--- config.mk ---
export PLATFORM = sky130hd
export DESIGN_NAME = sliding_window_max_min_filter
export DESIGN_NICKNAME = d
export VERILOG_FILES = /design/src/swmm_pkg.sv /design/src/swmm_queue.sv /design/src/swmm_front.sv /design/src/swmm_back.sv /design/src/sliding_window_max_min_filter.sv
export SDC_FILE = /design/constraint.sdc
export NUM_CORES = 1
export LEC_CHECK = 0
export BUFFER_PORTS_ARGS = -buffer_cell sky130_fd_sc_hd__buf_2
export CAP_MARGIN = 20
export CORE_MARGIN = 5
export CORE_UTILIZATION = 60
export DETAILED_ROUTE_END_ITERATION = 8
export MAX_ROUTING_LAYER = met4
export PLACE_DENSITY = 0.76
export RECOVER_POWER = 100
export REMOVE_ABC_BUFFERS = 1
export SYNTH_ARGS = -nofsm -noshare
export SYNTH_HDL_FRONTEND = slang
export SYNTH_SLANG_ARGS = --single-unit
--- constraint.sdc ---
create_clock -name clk -period 4.6 [get_ports clk]
set_clock_uncertainty 0.15 [all_clocks]
set_input_delay 0.46 -clock clk [delete_from_list [all_inputs] [get_ports clk]]
set_output_delay 0.46 -clock clk [all_outputs]
set_load 0.05 [all_outputs]
--- src/swmm_pkg.sv ---
// Shared types, sizes and helpers for the sliding-window max/min filter.
// Used by every module of the block; depends on nothing else.
package swmm_pkg;

  // Window and storage sizes
  localparam int MAX_RADIUS   = 31;
  localparam int WIN_DEPTH    = 2 * MAX_RADIUS + 1;
  // Command queue depth; keep it a power of two (pointers wrap naturally)
  localparam int QUEUE_DEPTH  = 4;
  // Sample store spans the window plus every sample the front end may write
  // ahead of the scan: the opening samples of a line that release no result
  // and one sample per queued command
  localparam int MEM_AW       = $clog2(WIN_DEPTH + MAX_RADIUS + QUEUE_DEPTH + 2);
  localparam int RAD_W        = $clog2(MAX_RADIUS + 1);
  localparam int WIN_W        = $clog2(WIN_DEPTH + 1);
  localparam int Q_AW         = $clog2(QUEUE_DEPTH);
  localparam int Q_CW         = $clog2(QUEUE_DEPTH + 1);
  localparam int CFG_W        = 5;
  localparam int RADIUS_RESET = 2;

  typedef logic [7:0] sample_t;

  // Input item
  typedef struct packed {
    sample_t sample;
    logic    last;
  } swmm_in_t;

  // Result item
  typedef struct packed {
    sample_t max_value;
    sample_t min_value;
    logic    line_end;
  } swmm_out_t;

  // Work for the back end: scan slots ptr, ptr-1 .. ptr-hi
  typedef struct packed {
    logic [MEM_AW-1:0] ptr;
    logic [WIN_W-1:0]  hi;
    logic              line_end;
  } swmm_cmd_t;

  // Sample store write request from the front end
  typedef struct packed {
    logic              en;
    logic [MEM_AW-1:0] addr;
    sample_t           data;
  } swmm_wr_t;

  // Limit a configured radius to what the store can cover
  function automatic logic [RAD_W-1:0] clamp_radius(input logic [CFG_W-1:0] r);
    if (int'(r) > MAX_RADIUS) begin
      return RAD_W'(MAX_RADIUS);
    end
    return RAD_W'(r);
  endfunction

endpackage

--- src/swmm_queue.sv ---
// Short command queue between the front end and the back end.
// Depends on swmm_pkg for the command type and queue depth.
module swmm_queue (
  input  logic                clk,
  input  logic                rst,
  input  logic                push,
  input  swmm_pkg::swmm_cmd_t push_cmd,
  input  logic                pop,
  output swmm_pkg::swmm_cmd_t pop_cmd,
  output logic                full,
  output logic                empty
);
  import swmm_pkg::*;

  swmm_cmd_t       slots [QUEUE_DEPTH];
  logic [Q_AW-1:0] wr_ptr;
  logic [Q_AW-1:0] rd_ptr;
  logic [Q_CW-1:0] count;

  assign full    = (count == Q_CW'(QUEUE_DEPTH));
  assign empty   = (count == '0);
  assign pop_cmd = slots[rd_ptr];

  // Store a pushed command
  always_ff @(posedge clk) begin
    if (push) begin
      slots[wr_ptr] <= push_cmd;
    end
  end

  // Advance pointers and occupancy
  always_ff @(posedge clk) begin
    if (rst) begin
      wr_ptr <= '0;
      rd_ptr <= '0;
      count  <= '0;
    end else begin
      if (push) begin
        wr_ptr <= wr_ptr + 1'b1;
      end
      if (pop) begin
        rd_ptr <= rd_ptr + 1'b1;
      end
      if (push && !pop) begin
        count <= count + 1'b1;
      end else if (pop && !push) begin
        count <= count - 1'b1;
      end
    end
  end

`ifndef ASSERT_OFF
  a_no_overflow: assert property (@(posedge clk) disable iff (rst) push |-> !full)
    else $error("command pushed into a full queue");
  a_no_underflow: assert property (@(posedge clk) disable iff (rst) pop |-> !empty)
    else $error("command popped from an empty queue");
  a_count_range: assert property (@(posedge clk) disable iff (rst)
    count <= Q_CW'(QUEUE_DEPTH))
    else $error("queue occupancy out of range");
`endif

endmodule

--- src/swmm_front.sv ---
// Front end: accepts samples, writes the sample store, tracks the line and
// issues one scan command per result. Depends on swmm_pkg.
module swmm_front (
  input  logic                      clk,
  input  logic                      rst,
  input  logic [swmm_pkg::CFG_W-1:0] radius,
  input  swmm_pkg::swmm_in_t        item,
  input  logic                      item_valid,
  output logic                      item_stall,
  output swmm_pkg::swmm_wr_t        wr,
  output logic                      push,
  output swmm_pkg::swmm_cmd_t       push_cmd,
  input  logic                      q_full
);
  import swmm_pkg::*;

  logic [MEM_AW-1:0] wp;
  logic [WIN_W-1:0]  cnt;
  logic [RAD_W-1:0]  lr;
  logic              flushing;
  logic [RAD_W-1:0]  fl_back;
  logic [WIN_W-1:0]  fl_avail;

  logic              accept;
  logic [RAD_W-1:0]  r_cur;
  logic [WIN_W-1:0]  new_cnt;
  logic [WIN_W-1:0]  r_wide;
  logic [WIN_W-1:0]  two_r;
  logic [WIN_W-1:0]  last_idx;
  logic [WIN_W-1:0]  fl_reach;
  logic [WIN_W-1:0]  fl_top;
  logic [MEM_AW-1:0] wp_next;

  assign item_stall = flushing || q_full;
  assign accept     = item_valid && !item_stall;

  // Radius in force: latch a fresh one at the first sample of a line
  assign r_cur    = (cnt == '0) ? clamp_radius(radius) : lr;
  assign new_cnt  = (cnt == WIN_W'(WIN_DEPTH)) ? cnt : cnt + 1'b1;
  assign r_wide   = WIN_W'(r_cur);
  assign two_r    = r_wide << 1;
  assign last_idx = new_cnt - 1'b1;
  assign wp_next  = wp + 1'b1;

  // Flush reach for the position fl_back samples behind the newest
  assign fl_reach = WIN_W'(fl_back) + WIN_W'(lr);
  assign fl_top   = fl_avail - 1'b1;

  // Sample store write
  always_comb begin
    wr.en   = accept;
    wr.addr = wp_next;
    wr.data = item.sample;
  end

  // Build the scan command for a steady result or a flush result
  always_comb begin
    push_cmd = '0;
    push     = 1'b0;
    if (flushing) begin
      push              = !q_full;
      push_cmd.ptr      = wp;
      push_cmd.hi       = (fl_reach < fl_top) ? fl_reach : fl_top;
      push_cmd.line_end = (fl_back == '0);
    end else begin
      push              = accept && !item.last && (new_cnt > r_wide);
      push_cmd.ptr      = wp_next;
      push_cmd.hi       = (two_r < last_idx) ? two_r : last_idx;
      push_cmd.line_end = 1'b0;
    end
  end

  // Track line position and run the end-of-line flush
  always_ff @(posedge clk) begin
    if (rst) begin
      wp       <= '0;
      cnt      <= '0;
      lr       <= clamp_radius(CFG_W'(RADIUS_RESET));
      flushing <= 1'b0;
      fl_back  <= '0;
      fl_avail <= '0;
    end else if (flushing) begin
      if (!q_full) begin
        if (fl_back == '0) begin
          flushing <= 1'b0;
        end else begin
          fl_back <= fl_back - 1'b1;
        end
      end
    end else if (accept) begin
      wp <= wp_next;
      lr <= r_cur;
      if (item.last) begin
        cnt      <= '0;
        flushing <= 1'b1;
        fl_avail <= new_cnt;
        fl_back  <= (last_idx < r_wide) ? RAD_W'(last_idx) : r_cur;
      end else begin
        cnt <= new_cnt;
      end
    end
  end

endmodule

--- src/swmm_back.sv ---
// Back end: holds the sample store, scans one window per command through a
// single read port and keeps the result in an output register. Depends on swmm_pkg.
module swmm_back (
  input  logic                clk,
  input  logic                rst,
  input  swmm_pkg::swmm_wr_t  wr,
  input  swmm_pkg::swmm_cmd_t cmd,
  input  logic                cmd_empty,
  output logic                cmd_pop,
  output swmm_pkg::swmm_out_t result,
  output logic                result_valid,
  input  logic                result_stall
);
  import swmm_pkg::*;

  sample_t           mem [2**MEM_AW];
  sample_t           rd_data;

  logic              busy;
  logic              first;
  logic [WIN_W-1:0]  issue_cnt;
  logic [MEM_AW-1:0] rd_addr;
  logic              end_flag;
  logic              rd_pend;
  logic              rd_first;
  logic              rd_last;
  sample_t           acc_max;
  sample_t           acc_min;
  sample_t           cur_max;
  sample_t           cur_min;

  // Sample store: one write port, one registered read port
  always_ff @(posedge clk) begin
    if (wr.en) begin
      mem[wr.addr] <= wr.data;
    end
    if (busy) begin
      rd_data <= mem[rd_addr];
    end
  end

  // Take a new command only when the previous result has left the scan
  assign cmd_pop = !busy && !rd_pend && !cmd_empty && (!result_valid || !result_stall);

  // Fold the returning sample into the running max and min
  always_comb begin
    if (rd_first) begin
      cur_max = rd_data;
      cur_min = rd_data;
    end else begin
      cur_max = (rd_data > acc_max) ? rd_data : acc_max;
      cur_min = (rd_data < acc_min) ? rd_data : acc_min;
    end
  end

  // Hold running values and the result payload
  always_ff @(posedge clk) begin
    if (cmd_pop) begin
      rd_addr  <= cmd.ptr;
      end_flag <= cmd.line_end;
    end else if (busy) begin
      rd_addr <= rd_addr - 1'b1;
    end
    if (rd_pend) begin
      acc_max <= cur_max;
      acc_min <= cur_min;
      if (rd_last) begin
        result.max_value <= cur_max;
        result.min_value <= cur_min;
        result.line_end  <= end_flag;
      end
    end
  end

  // Sequence the scan and the output handshake
  always_ff @(posedge clk) begin
    if (rst) begin
      busy         <= 1'b0;
      first        <= 1'b0;
      issue_cnt    <= '0;
      rd_pend      <= 1'b0;
      rd_first     <= 1'b0;
      rd_last      <= 1'b0;
      result_valid <= 1'b0;
    end else begin
      rd_pend <= busy;
      if (cmd_pop) begin
        busy      <= 1'b1;
        first     <= 1'b1;
        issue_cnt <= cmd.hi;
      end else if (busy) begin
        first     <= 1'b0;
        rd_first  <= first;
        rd_last   <= (issue_cnt == '0);
        issue_cnt <= issue_cnt - 1'b1;
        if (issue_cnt == '0) begin
          busy <= 1'b0;
        end
      end
      if (rd_pend && rd_last) begin
        result_valid <= 1'b1;
      end else if (!result_stall) begin
        result_valid <= 1'b0;
      end
    end
  end

`ifndef ASSERT_OFF
  a_slot_free: assert property (@(posedge clk) disable iff (rst)
    (rd_pend && rd_last) |-> (!result_valid || !result_stall))
    else $error("result finished while output register is still held");
  a_one_scan: assert property (@(posedge clk) disable iff (rst)
    cmd_pop |-> (!busy && !rd_pend))
    else $error("new scan started over a running one");
  a_read_follows: assert property (@(posedge clk) disable iff (rst)
    rd_pend |-> $past(busy))
    else $error("read data taken without an issued read");
`endif

endmodule

--- src/sliding_window_max_min_filter.sv ---
// Sliding-window max/min filter top level: config register, front end,
// command queue and back end. Depends on swmm_pkg and the swmm_* modules.
//
// Samples of one line enter on the item channel, the final one flagged by
// last. For each position the block returns the maximum and minimum over the
// centred window of 2*radius+1 samples, clipped to the line; results lag the
// input by radius samples and the tail of the line is flushed after the last
// sample. The radius register (reset 2, capped at 31) is sampled at the first
// sample of each line. The front end takes one sample per cycle while its
// four-entry command queue has room; after a last sample it stalls the input
// while it queues the flush. The back end scans the clipped window of each
// result, w samples wide (at most 63), one sample a cycle through the single
// read port of the sample store; that scan sets the sustained rate.
// No clearing pass is needed after reset.
module sliding_window_max_min_filter (
  input  logic                       clk,
  input  logic                       rst,
  input  logic                       radius_valid,
  output logic                       radius_ready,
  input  logic [swmm_pkg::CFG_W-1:0] radius_data,
  input  swmm_pkg::swmm_in_t         item,
  input  logic                       item_valid,
  output logic                       item_stall,
  output swmm_pkg::swmm_out_t        result,
  output logic                       result_valid,
  input  logic                       result_stall
);
  import swmm_pkg::*;

  logic [CFG_W-1:0] radius;
  swmm_wr_t         wr;
  logic             push;
  swmm_cmd_t        push_cmd;
  logic             pop;
  swmm_cmd_t        pop_cmd;
  logic             q_full;
  logic             q_empty;

  // Radius register, always writable
  assign radius_ready = 1'b1;

  always_ff @(posedge clk) begin
    if (rst) begin
      radius <= CFG_W'(RADIUS_RESET);
    end else if (radius_valid && radius_ready) begin
      radius <= radius_data;
    end
  end

  swmm_front u_front (
    .clk        (clk),
    .rst        (rst),
    .radius     (radius),
    .item       (item),
    .item_valid (item_valid),
    .item_stall (item_stall),
    .wr         (wr),
    .push       (push),
    .push_cmd   (push_cmd),
    .q_full     (q_full)
  );

  swmm_queue u_queue (
    .clk      (clk),
    .rst      (rst),
    .push     (push),
    .push_cmd (push_cmd),
    .pop      (pop),
    .pop_cmd  (pop_cmd),
    .full     (q_full),
    .empty    (q_empty)
  );

  swmm_back u_back (
    .clk          (clk),
    .rst          (rst),
    .wr           (wr),
    .cmd          (pop_cmd),
    .cmd_empty    (q_empty),
    .cmd_pop      (pop),
    .result       (result),
    .result_valid (result_valid),
    .result_stall (result_stall)
  );

endmodule
==> results of run 1 <==
[cell families (layout without fill, tap and decap cells)]
kind of cell | count (synthesis) | after routing | synth area share (%)
compound gates | 183 | 183 | 2.67
fa+ha+maj | 52 | 52 | 1.38
other cells | 1 | 1 | 0.00783
xor+xnor | 42 | 42 | 0.768
buf+inv | 182 | 431 | 1.60
mux | 394 | 394 | 16.9
simple gates | 375 | 375 | 3.47
flops | 1185 | 1185 | 73.1
[cell usage in the layout, fill, tap and decap left out, drive strengths merged, types with 5 or more instances in the layout]
cell type,instances
nor2,205
mux2i,50
bufinv,16
buf,52
and2,5
nand4,8
o31ai,6
o211ai,18
mux4,331
a211oi,15
nor2b,12
nor3,17
xnor2,25
o21ai,33
dlygate4sd3,11
inv,63
a21o,13
clkbuf,229
ha,48
nand3,16
o22ai,10
dfxtp,56
o21a,6
and3,6
clkinv,50
nand2b,18
mux2,13
edfxtp,1129
xor2,17
a21oi,43
a311oi,5
o221ai,10
clkinvlp,10
nand2,71
a211o,5
[worst paths after layout]
check | end | slack, ns | from
worst max-delay path | u_back.mem[81][6] | 0.22 | item[7]
worst min-delay path | u_front.cnt[4] | 0.10 | item[0]
worst max register to register | u_queue.slots[1][6] | 0.26 | u_front.cnt[1]
worst min register to register | u_back.result[0] | 0.28 | u_back.end_flag
[Yosys cell counts (4+ instances only)]
cell type	count	area, um2
sky130_fd_sc_hd__o211ai_1	18	135
sky130_fd_sc_hd__edfxtp_1	1129	33900
sky130_fd_sc_hd__clkbuf_1	70	263
sky130_fd_sc_hd__a21oi_1	41	205
sky130_fd_sc_hd__xnor2_1	25	219
sky130_fd_sc_hd__nand3_1	16	80.1
sky130_fd_sc_hd__nor3b_1	4	30.0
sky130_fd_sc_hd__a211oi_1	14	105
sky130_fd_sc_hd__mux4_2	331	7450
sky130_fd_sc_hd__buf_4	7	52.6
sky130_fd_sc_hd__nor2b_1	12	75.1
sky130_fd_sc_hd__inv_1	56	210
sky130_fd_sc_hd__a21o_1	13	97.6
sky130_fd_sc_hd__ha_1	48	601
sky130_fd_sc_hd__mux2i_1	49	490
sky130_fd_sc_hd__xor2_1	17	149
sky130_fd_sc_hd__and2_1	5	31.3
sky130_fd_sc_hd__o21ai_0	32	160
sky130_fd_sc_hd__buf_2	29	145
sky130_fd_sc_hd__o31ai_1	6	45.0
sky130_fd_sc_hd__o221ai_1	10	87.6
sky130_fd_sc_hd__nand2b_1	18	113
sky130_fd_sc_hd__and3_1	5	31.3
sky130_fd_sc_hd__mux2_2	13	146
sky130_fd_sc_hd__buf_1	14	52.6
sky130_fd_sc_hd__o21a_1	6	45.0
sky130_fd_sc_hd__nor2_1	205	769
sky130_fd_sc_hd__nand2_1	70	263
sky130_fd_sc_hd__or3_1	4	25.0
sky130_fd_sc_hd__a211o_1	5	43.8
sky130_fd_sc_hd__dfxtp_1	56	1120
sky130_fd_sc_hd__nand4_1	8	50.1
sky130_fd_sc_hd__nor3_1	16	80.1
sky130_fd_sc_hd__o22ai_1	10	62.6
[sequential cells by signal, indices dropped and copies added (netlist names), 2 cells and up, named ones only]
signal and count:
u_back.mem 1024, u_queue.slots 56, u_back.result 17, u_back.acc_max 8, u_back.acc_min 8, u_back.rd_data 8
u_back.rd_addr 7, u_front.wp 7, u_back.issue_cnt 6, u_front.cnt 6, u_front.fl_avail 6, radius 5
u_front.fl_back 5, u_front.lr 5, u_queue.count 3, u_queue.rd_ptr 2, u_queue.wr_ptr 2
[through the flow]
| stage | util (%) | power, mW | setup WS [ns] | std cells |
|---|---|---|---|---|
| 2_1_floorplan | - | 18.8 | -7.46 | 2291 |
| 3_3_place_gp | 63.1 | 21.7 | 0.357 | 3487 |
| 3_5_place_dp | 63.1 | 21.9 | 0.225 | 3487 |
| 4_1_cts | 68.0 | 31.4 | 0.196 | 3710 |
| 5_1_grt | 67.7 | 32.4 | 0.0524 | 3713 |
| 6_report | 67.7 | 31.2 | 0.220 | 3713 |
[power groups by stage]
stage          Sequential (mW)  Clock [mW]  Combinational (mW)
2_1_floorplan             13.6           0                5.20
3_3_place_gp              13.0           0                8.72
3_5_place_dp              13.0           0                8.87
4_1_cts                   12.8        9.61                8.96
5_1_grt                   12.8        10.1                9.45
6_report                  12.8        9.49                8.90
[metal layers]
layer | track usage [%] | routed length [um] | up-vias
met5 | - | 0 | -
met4 | 7.01 | 3230 | 0
met3 | 5.13 | 9340 | 217
met2 | 40.9 | 53400 | 1242
met1 | 36.2 | 41500 | 12700
li1 | - | - | 10200
[area by class of cell]
cell class / instances / area, um2 / area share, %
tap: 1050 / 1310 / 2.46
clock buffer: 132 / 2960 / 5.54
inverter: 59 / 221 / 0.414
timing repair buffer: 160 / 997 / 1.87
clock inverter: 80 / 852 / 1.59
multi-input combinational: 1047 / 12100 / 22.6
sequential: 1185 / 35000 / 65.5
[timing repair]
| item | 4_1_cts | 5_1_grt |
|---|---|---|
| endpoints found under the hold margin | 6 | 0 |
| setup buffers | 0 | 3 |
| hold buffers | 11 | 0 |
| resized for setup | 0 | 3 |
| setup endpoints to repair | 0 | 20 |
==> results by group, run 1 <==
Setup path
  • Slowest library cell on the worst path: sky130_fd_sc_hd__clkbuf_1
  • Data required time of the worst path: around 4.8 ns
  • Sum of buffers and inverters on the critical path: 2
  • Delay of the slowest cell on the worst path: between 2 and 3 ns
  • Element type at the critical path end: flip-flop
  • Maximum fanout along the worst path: 80
  • Number of cells on the critical path: 2
  • Startpoint types: input pin
  • Top cell family by delay on the critical path: buffers and inverters
  • Type of the worst setup path: in2reg
  • FF-to-FF path depth: 17
  • Critical-path cell list: clkbuf_1 -> clkbuf_2
  • Data arrival time of the critical path: roughly 4.5 ns

Power
  • Peak supply drop: ~380 uV
  • Int Pwr: ~22 mW
  • Portion of total power attributed to sequential cells: 41.1%
  • Power density normalized to cell area: approximately 600 nW/um2
  • Clock share of power: a little under a third
  • Leak Pwr: 17.1 nW
  • Net switching component of the power: between 9 and 10 mW
  • Part of the total power dissipated in combinational logic: around 28%
  • Sw Share: 29.5%

Hold path
  • Hold WC Path Type: in2reg
  • Worst hold stages: 4

Timing
  • Transition time at the pin with the least slew margin: between 4 and 5 ns
  • Slew margin rel.: -199%
  • Fin crit share: between 90% and 100%
  • Minimum hold slack: between 0.1 and 0.15 ns
  • Total negative slack for setup checks: 0 ns
  • Setup repair after global routing missed its margin: no
  • Time the worst path needs with I/O delays and setup: ~4.4 ns
  • Final count of negative-setup-slack endpoints: 0
  • Highest achievable clock rate: around 0.23 GHz
  • Hold Fails Final Rpt: 0
  • Final-report max-slew violation count: 664

Global routing
  • Final global-route overflow total: 0
  • Global-route wire length before repair: about 160000 um
  • Initial antenna violation count: 0
  • Pin count of the biggest net entering global routing: ~100
  • Overall global routing resource usage: a little over a quarter
  • Number of global-route vias before repair: ~25000

Layout
  • Post-layout instance area: 53500 um2
  • Number of antenna diodes: 0
  • Net count reported at finish: ~2600
  • Fraction of layout instances using a drive strength above 1: about 22%
  • Fill cell instance count of the final layout: 4909
  • Synth-to-Final Area Change: 11.7%

Synth
  • Most used flip-flop cell after synthesis: sky130_fd_sc_hd__edfxtp_1
  • Proportion of synthesized chip area in sequential cells: 73.1%
  • Cells after Synth: 2414
  • Async S/R FF share, synth: 0%
  • Count of synthesis-stage warnings from yosys: 0
  • Netlist area before placement: around 48000 um2
  • Average instance area after synthesis: 19.8 um2
  • Distinct cell type count of the synthesized netlist: between 70 and 80
  • Number of flip-flops and latches in the synthesized netlist: 1185
  • Post-synth EDFFs: 1129

Clock tree
  • Clock tree from TritonCTS: built
  • Clock tree buffer depth: 3
  • Source-to-sink clock delay at the later pin of the worst-skew pair: 0.68 ns
  • Number of sinks driven by the clock tree: between 1000 and 1500
  • Number of buffers created by CTS: roughly 110
  • Maximum level of the CTS H-tree: 3
  • Root buffer selected by CTS: sky130_fd_sc_hd__clkbuf_16
  • Reg clk slew, reported paths: about 0.060 ns

Floorplan
  • Starting utilization of the core area: 60.6%
  • Die area: ~86000 um2
  • Num rows: 103
  • Core Area: between 70000 and 80000 um2
  • I/O pin count: 39
  • Die Wd: slightly below 300 um
  • Floorplan die height: 292 um

Drt
  • Remaining antenna violation count after routing: 0
  • Vias per cell: approximately 6.5
  • Total via count in the routed design: 24300
  • Sum of routed wire length over all layers: 107000 um
  • Iteration count of the initial detailed-routing pass: 5
  • Count of unresolved DRC violations after routing: 0
  • Routed len/inst: between 20 and 30 um
  • First DRT Iteration DRCs: 2744

Run
  • Max Cap Viol: 9

Run status
  • Result of the run: complete, but fails checks
  • Violations in the final reports: capacitance limit, slew limit

Placed design
  • Number of input and output port buffers inserted: 37
  • Placed standard-cell area: ~50000 um2
  • Placed wire-length estimate: approximately 64000 um
  • Routability-driven placement congestion ratio: roughly 0.87
No activity file was read; power rests on OpenSTA's default activity.
==> run 2, diff against run 1 <==
==> constraint.sdc (replaced) <==
create_clock -name clk -period 5 [get_ports clk]
set_clock_uncertainty 0.15 [all_clocks]
set_input_delay 0.5 -clock clk [delete_from_list [all_inputs] [get_ports clk]]
set_output_delay 0.5 -clock clk [all_outputs]
set_load 0.05 [all_outputs]
==> run 2 against run 1 <==
The run still ends with capacitance limit, slew limit left. Final area fell by 0.51%. Non-clock buffer count fell by 53. Clock power fell by 10%. Critical endpoint is now u_queue.slots[1][3]. Largest cell class unchanged.
==> results by group, run 2 (same netlist as run 1, synthesis figures left out) <==
Run status
  • Result of the run: complete, but fails checks
  • Violations in the final reports: capacitance limit, slew limit

Power
  • Part of the total power dissipated in combinational logic: 28.9% (+0.4 points)
  • Power density normalized to cell area: 538 nW/um2 (-7.8%)
  • Portion of total power attributed to sequential cells: 41.3% (+0.2 points)
  • Sw Share: 29.8% (+0.30 points)
  • Leak Pwr: 17.0 nW (-0.33%)
  • Peak supply drop: 434 uV (+14%)
  • Int Pwr: 20.1 mW (-8.7%)
  • Net switching component of the power: 8.51 mW (-7.4%)
  • Clock share of power: 29.8% (-0.6 points)
  • Total power of the final layout: 28.6 mW (-8.3%)

Timing
  • Time the worst path needs with I/O delays and setup: approximately 4.7 ns
  • Hold Fails Final Rpt: 0 (unchanged)
  • Final count of negative-setup-slack endpoints: 0 (unchanged)
  • Setup WS post-layout: 0.314 ns (+0.0933 ns)
  • Highest achievable clock rate: 0.213 GHz
  • Total negative slack for setup checks: 0 ns (unchanged)
  • Fin crit share: between 90% and 100%
  • Setup repair after global routing missed its margin: no
  • Slew margin rel.: -206% (-7.0 points)
  • Transition time at the pin with the least slew margin: 4.58 ns (+0.105 ns)
  • Final-report max-slew violation count: 558 (-16%)
  • Minimum hold slack: 0.0484 ns (-0.0566 ns)

Floorplan
  • Die area: 85500 um2 (unchanged)
  • Die Wd: 292 um (unchanged)
  • Floorplan die height: 292 um (unchanged)
  • I/O pin count: 39 (unchanged)
  • Num rows: 103 (unchanged)
  • Core Area: 79000 um2 (unchanged)
  • Starting utilization of the core area: 60.6% (unchanged)

Global routing
  • Pin count of the biggest net entering global routing: 87 (-14%)
  • Final global-route overflow total: 0 (unchanged)
  • Global-route wire length before repair: 160000 um (-0.77%)
  • Initial antenna violation count: 1 (+1)
  • Overall global routing resource usage: 26.0% (-0.11 points)
  • Number of global-route vias before repair: 24300 (-1.3%)

Layout
  • Commonest cells after routing, fill and taps aside: sky130_fd_sc_hd__edfxtp_1, sky130_fd_sc_hd__mux4_2, sky130_fd_sc_hd__nor2_1
  • Fill cell instance count of the final layout: 4815 (-1.9%)
  • Largest register by flop count: u_back.mem
  • Flip-flop count of the largest register, all copies and words added: 1024 (unchanged)
  • Commonest non-fill, non-tap cell in the layout: sky130_fd_sc_hd__edfxtp_1
  • Synth-to-Final Area Change: 11.1%
  • Net count reported at finish: 2582 (-2.0%)
  • Final cell count without fillers: 3661 (-1.4%)
  • Fraction of layout instances using a drive strength above 1: 22.6% (+0.42 points)
  • Largest registers: u_back.mem x1024, u_queue.slots x56, u_back.result x17
  • Final cell utilization of the core: 67.3% (-0.35 points)
  • Post-layout instance area: 53200 um2 (-0.51%)

Setup path
  • Worst reg2reg path startpoint: u_front.cnt[0]
  • Startpoint types: flip-flop
  • Element type at the critical path end: flip-flop
  • Worst R2R Setup Slack: 0.31 ns (+0.05 ns)
  • Type of the worst setup path: reg2reg
  • Data required time of the worst path: 5.31 ns (+0.56 ns)
  • Maximum fanout along the worst path: 11 (-86%)
  • Crit path top cell by count: sky130_fd_sc_hd__ha_1
  • FF-to-FF path depth: 17 (unchanged)
  • Data arrival time of the critical path: 5.00 ns (+0.47 ns)
  • Critical-path cell list: ha_1 -> nand2_1 -> nor2_1 -> xnor2_1 -> inv_1 -> ha_1 -> xnor2_2 -> inv_1 -> ha_1 -> o2111ai_1 -> nand3b_1 -> a311oi_2 -> nor4_2 -> a311oi_4 -> buf_4 -> nor2_1 -> o22ai_1
  • Slowest library cell on the worst path: sky130_fd_sc_hd__dfxtp_1
  • Delay of the slowest cell on the worst path: 0.53 ns (-2.23 ns)
  • Endpoint of the lowest-slack register-to-register path: u_queue.slots[1][3]

Drt
  • Iteration count of the initial detailed-routing pass: 6 (+1)
  • First DRT Iteration DRCs: 3113 (+13%)
  • Remaining antenna violation count after routing: 0 (unchanged)
  • Sum of routed wire length over all layers: 107000 um (about the same)
  • Highest metal layer with signal wires: met4
  • Total via count in the routed design: 24200 (-0.37%)
  • Detail Route met2 WL: 53300 um (about the same)
  • Count of unresolved DRC violations after routing: 0 (unchanged)
  • Met1 routed wirelength after detailed routing: 41300 um (-0.28%)
  • Routed len/inst: 29.4 um (+1.5%)
  • Vias per cell: 6.61 (+1.0%)
  • Met3 WL: 9010 um (-3.5%)

Run
  • Max Cap Viol: 8 (-1)

Placed design
  • Number of input and output port buffers inserted: 37 (unchanged)
  • Routability-driven placement congestion ratio: 0.866 (-0.78%)
  • Placed wire-length estimate: 64800 um (+1.9%)
  • Post-placement cell count: 3440 (-1.3%)
  • Placed standard-cell area: 49600 um2 (-0.56%)
  • Post-placement setup slack: 0.231 ns (+0.00529 ns)

Clock tree
  • Source-to-sink clock delay at the later pin of the worst-skew pair: 0.69 ns (about the same)
  • Root buffer selected by CTS: sky130_fd_sc_hd__clkbuf_16
  • Number of sinks driven by the clock tree: 1185 (unchanged)
  • Maximum level of the CTS H-tree: 3 (unchanged)
  • Number of buffers created by CTS: 113 (-0.88%)
  • Clock tree from TritonCTS: built
  • Reg clk slew, reported paths: 0.06 ns (about the same)
  • Clock tree buffer depth: 3 (unchanged)

Hold path
  • Worst hold stages: 3 (-1)
  • Origin of the worst min-delay path: radius_valid
  • Destination of the worst hold path: radius[4]
  • Hold WC Path Type: in2reg
-- run 2: cell count changes in the layout (fill, tap and decap cells not counted), sizes merged, moves of 2 or more --
cell	change
bufinv	-5
clkbuf	-44
dlygate4sd3	-4
diode	+2
buf	+2
clkinvlp	-3
-- run 2: per-layer routing --
layer / global-route usage, % / vias to the layer above
met5: - / -
met4: 7.91 / 0
met3: 4.49 / 230
met2: 40.8 / 1334
met1: 35.9 / 12600
li1: - / 10100
-- run 2: area by class of cell --
type                            instances  area (um2)  area share (%)
Sequential cell                      1185       35000            65.8
Multi-Input combinational cell       1047       12100            22.7
Clock buffer                          139        3040            5.71
Tap cell                             1050        1310            2.47
Timing Repair Buffer                  107         842            1.58
Clock inverter                         72         672            1.26
Inverter                               59         221           0.416
Antenna cell                            2        5.00         0.00941
-- run 2: what timing repair did --
item                                    4_1_cts  5_1_grt
gates resized for setup                       0        1
hold endpoints to repair                      6        0
hold buffers                                  7        0
endpoints found under the setup margin        0       20
buffers inserted                              0        1
-- run 2: worst max-delay path: cells and delay by family, from the launching register on --
family,cells,cell delay (ns)
AND/OR/NAND/NOR,5,0.76
flip-flops,1,0.53
buffers and inverters,3,0.42
adder cells (fa/ha/maj),3,1.00
AO/OA/AOI/OAI,4,1.05
XOR/XNOR,2,0.54
-- run 2: how the worst max path moves through the flow --
stage / startpoint / endpoint / slack [ns]
2_1_floorplan: u_back.rd_addr[0] / u_back.rd_data[3] / -7.06
3_3_place_gp: u_front.cnt[0] / u_queue.slots[0][6] / 0.43
3_5_place_dp: u_front.cnt[0] / u_queue.slots[3][2] / 0.23
4_1_cts: u_front.cnt[0] / u_queue.slots[1][2] / 0.22
5_1_grt: u_front.cnt[0] / u_queue.slots[2][2] / 0.009
6_report: u_front.cnt[0] / u_queue.slots[1][3] / 0.31
-- run 2: power by group through the flow --
| stage | Combinational (mW) | Sequential [mW] | Clock, mW |
|---|---|---|---|
| after floorplan | 5.01 | 12.5 | 0 |
| after global placement | 8.02 | 12.0 | 0 |
| after detailed placement | 8.25 | 12.0 | 0 |
| after CTS | 8.35 | 11.8 | 8.62 |
| after global routing | 8.72 | 11.9 | 9.07 |
| final | 8.26 | 11.8 | 8.53 |
==> run 3, diff against run 2 <==
--- a/config.mk
+++ b/config.mk
@@ -8,10 +8,9 @@
 export BUFFER_PORTS_ARGS = -buffer_cell sky130_fd_sc_hd__buf_2
 export CAP_MARGIN = 20
 export CORE_MARGIN = 5
-export CORE_UTILIZATION = 60
+export CORE_UTILIZATION = 35
 export DETAILED_ROUTE_END_ITERATION = 8
 export MAX_ROUTING_LAYER = met4
-export PLACE_DENSITY = 0.76
 export RECOVER_POWER = 100
 export REMOVE_ABC_BUFFERS = 1
 export SYNTH_ARGS = -nofsm -noshare
==> run 3 against run 2 <==
The flow still finishes with violations (capacitance limit, slew limit). Sequential power barely moved. Worst hold slack improved by 0.019 ns. Critical path depth fell by 1. Setup slack improved by 0.00073 ns. Non-clock buffer count rose by 12. Largest cell class unchanged. Largest power group unchanged.
==> results by group, run 3 (same netlist as run 1, synthesis figures left out) <==
Power
  • Peak supply drop: 274 uV (-37%)
  • Leak Pwr: 17.0 nW (-0.23%)
  • Total power of the final layout: 28.6 mW (about the same)
  • Power density normalized to cell area: 529 nW/um2 (-1.6%)

Clock tree
  • Clock tree buffer depth: 3 (unchanged)
  • Number of buffers created by CTS: 112 (-0.88%)
  • Number of sinks driven by the clock tree: 1185 (unchanged)
  • Maximum level of the CTS H-tree: 3 (unchanged)
  • Clock tree from TritonCTS: built
  • Source-to-sink clock delay at the later pin of the worst-skew pair: 0.69 ns (about the same)
  • Reg clk slew, reported paths: 0.06 ns (about the same)
  • Root buffer selected by CTS: sky130_fd_sc_hd__clkbuf_16

Floorplan
  • Starting utilization of the core area: 35.3% (-25 points)
  • Core Area: 136000 um2 (+72%)
  • Die Wd: 380 um (+30%)
  • I/O pin count: 39 (unchanged)
  • Num rows: 135 (+31%)
  • Floorplan die height: 380 um (+30%)
  • Die area: 144000 um2 (+69%)

Setup path
  • Element type at the critical path end: flip-flop
  • Data required time of the worst path: 5.23 ns (-0.08 ns)
  • Crit path top cell by count: sky130_fd_sc_hd__ha_1
  • Maximum fanout along the worst path: 11 (unchanged)
  • Data arrival time of the critical path: 4.91 ns (-0.09 ns)
  • Top cell family by delay on the critical path: compound AO/OA/AOI/OAI gates
  • Critical-path cell list: ha_1 -> nand2_1 -> nor2_1 -> xnor2_1 -> inv_1 -> ha_1 -> xnor2_1 -> inv_1 -> ha_1 -> o2111ai_1 -> nand3b_1 -> a311oi_2 -> nor3_2 -> a311oi_4 -> or3_1 -> o21ai_0
  • Delay of the slowest cell on the worst path: 0.53 ns (about the same)
  • Startpoint types: flip-flop
  • Type of the worst setup path: reg2reg
  • Slowest library cell on the worst path: sky130_fd_sc_hd__dfxtp_1
  • Sum of buffers and inverters on the critical path: 2 (-1)

Timing
  • Fin crit share: 93.7% (about the same)
  • Setup WS post-layout: 0.314 ns (+0.000729 ns)
  • Final-report max-slew violation count: 644 (+15%)
  • Setup repair after global routing missed its margin: no
  • Total negative slack for setup checks: 0 ns (unchanged)
  • Slew margin rel.: -201% (+4.8 points)
  • Minimum hold slack: 0.0673 ns (+0.0190 ns)
  • Final count of negative-setup-slack endpoints: 0 (unchanged)
  • Highest achievable clock rate: 0.213 GHz (about the same)
  • Time the worst path needs with I/O delays and setup: 4.69 ns (-0.000729 ns)
  • Transition time at the pin with the least slew margin: 4.51 ns (-0.0726 ns)
  • Hold Fails Final Rpt: 0 (unchanged)

Layout
  • Largest registers: u_back.mem x1024, u_queue.slots x56, u_back.result x17
  • Commonest non-fill, non-tap cell in the layout: sky130_fd_sc_hd__edfxtp_1
  • Net count reported at finish: 2593 (+0.43%)
  • Post-layout instance area: 54100 um2 (+1.7%)
  • Flip-flop count of the largest register, all copies and words added: 1024 (unchanged)
  • Commonest cells after routing, fill and taps aside: sky130_fd_sc_hd__edfxtp_1, sky130_fd_sc_hd__mux4_2, sky130_fd_sc_hd__nor2_1
  • Synth-to-Final Area Change: 13.0%
  • Fill cell instance count of the final layout: 11900 (+150%)
  • Fraction of layout instances using a drive strength above 1: 22.3% (-0.32 points)
  • Largest register by flop count: u_back.mem
  • Final cell utilization of the core: 39.9% (-27 points)
  • Final cell count without fillers: 4404 (+20%)

Global routing
  • Initial antenna violation count: 9 (+8)
  • Global-route wire length before repair: 162000 um (+0.87%)
  • Number of global-route vias before repair: 23900 (-1.8%)
  • Pin count of the biggest net entering global routing: 94 (+8.0%)
  • Overall global routing resource usage: 15.4% (-11 points)
  • Final global-route overflow total: 0 (unchanged)

Run status
  • Result of the run: complete, but fails checks
  • Violations in the final reports: capacitance limit, slew limit

Placed design
  • Routability-driven placement congestion ratio: 0.839 (-3.1%)
  • Placed wire-length estimate: 67400 um (+3.9%)
  • Placed standard-cell area: 50500 um2 (+1.9%)
  • Number of input and output port buffers inserted: 37 (unchanged)
  • Post-placement setup slack: 0.392 ns (+0.161 ns)
  • Post-placement cell count: 4181 (+22%)

Hold path
  • Hold WC Path Type: in2reg

Drt
  • Total via count in the routed design: 23600 (-2.6%)
  • Iteration count of the initial detailed-routing pass: 5 (-1)
  • Vias per cell: 5.35 (-19%)
  • Sum of routed wire length over all layers: 109000 um (+1.8%)
  • Count of unresolved DRC violations after routing: 0 (unchanged)
  • Routed len/inst: 24.8 um (-15%)
  • First DRT Iteration DRCs: 2441 (-22%)
  • Remaining antenna violation count after routing: 0 (unchanged)

Run
  • Max Cap Viol: 10 (+2)
run 3: worst paths after layout:
| check | startpoint | endpoint | slack [ns] | depth (start not counted) |
|---|---|---|---|---|
| worst max-delay path | u_front.cnt[0] | u_queue.slots[2][1] | 0.31 | 16 |
| worst min-delay path | radius_valid | radius[2] | 0.07 | 3 |
| worst max register to register | u_front.cnt[0] | u_queue.slots[2][1] | 0.31 | 16 |
| worst min register to register | u_back.end_flag | u_back.result[0] | 0.28 | 0 |
run 3: layout make-up:
type | count | area (um2) | share of cell area (%)
Clock buffer | 130 | 2930 | 5.42
Clock inverter | 79 | 718 | 1.33
Sequential cell | 1185 | 35000 | 64.8
Tap cell | 1781 | 2230 | 4.12
Timing Repair Buffer | 119 | 865 | 1.60
Antenna cell | 4 | 10.0 | 0.0185
Multi-Input combinational cell | 1047 | 12100 | 22.3
Inverter | 59 | 221 | 0.409
run 3: power by group:
| part | switching (mW) | internal [mW] | total, mW | leakage, nW |
|---|---|---|---|---|
| sequential | 0.390 | 11.4 | 11.8 | 10.6 |
| combinational | 4.67 | 3.80 | 8.47 | 4.59 |
| clock | 3.61 | 4.77 | 8.38 | 1.78 |
run 3: what timing repair did:
item	in CTS	in global routing
hold buffers	10	0
hold endpoints to repair	6	0
setup buffers	0	0
gates resized for setup	0	0
run 3: worst reg2reg max path: stages (launching register included):
cell and delay [ns]:
sky130_fd_sc_hd__dfxtp_1 0.53, sky130_fd_sc_hd__ha_1 0.35, sky130_fd_sc_hd__nand2_1 0.17, sky130_fd_sc_hd__nor2_1 0.28, sky130_fd_sc_hd__xnor2_1 0.31, sky130_fd_sc_hd__inv_1 0.14
sky130_fd_sc_hd__ha_1 0.27, sky130_fd_sc_hd__xnor2_1 0.21, sky130_fd_sc_hd__inv_1 0.07, sky130_fd_sc_hd__ha_1 0.36, sky130_fd_sc_hd__o2111ai_1 0.14, sky130_fd_sc_hd__nand3b_1 0.13
sky130_fd_sc_hd__a311oi_2 0.34, sky130_fd_sc_hd__nor3_2 0.11, sky130_fd_sc_hd__a311oi_4 0.50, sky130_fd_sc_hd__or3_1 0.18, sky130_fd_sc_hd__o21ai_0 0.15
run 3: layer usage:
metal  GRT usage [%]  vias up  routed length (um)
li1                -    10100                   -
met1            20.0    12400               43900
met2            24.1      894               53400
met3            2.98      203                8250
met4            5.91        0                3900
met5               -        -                   0
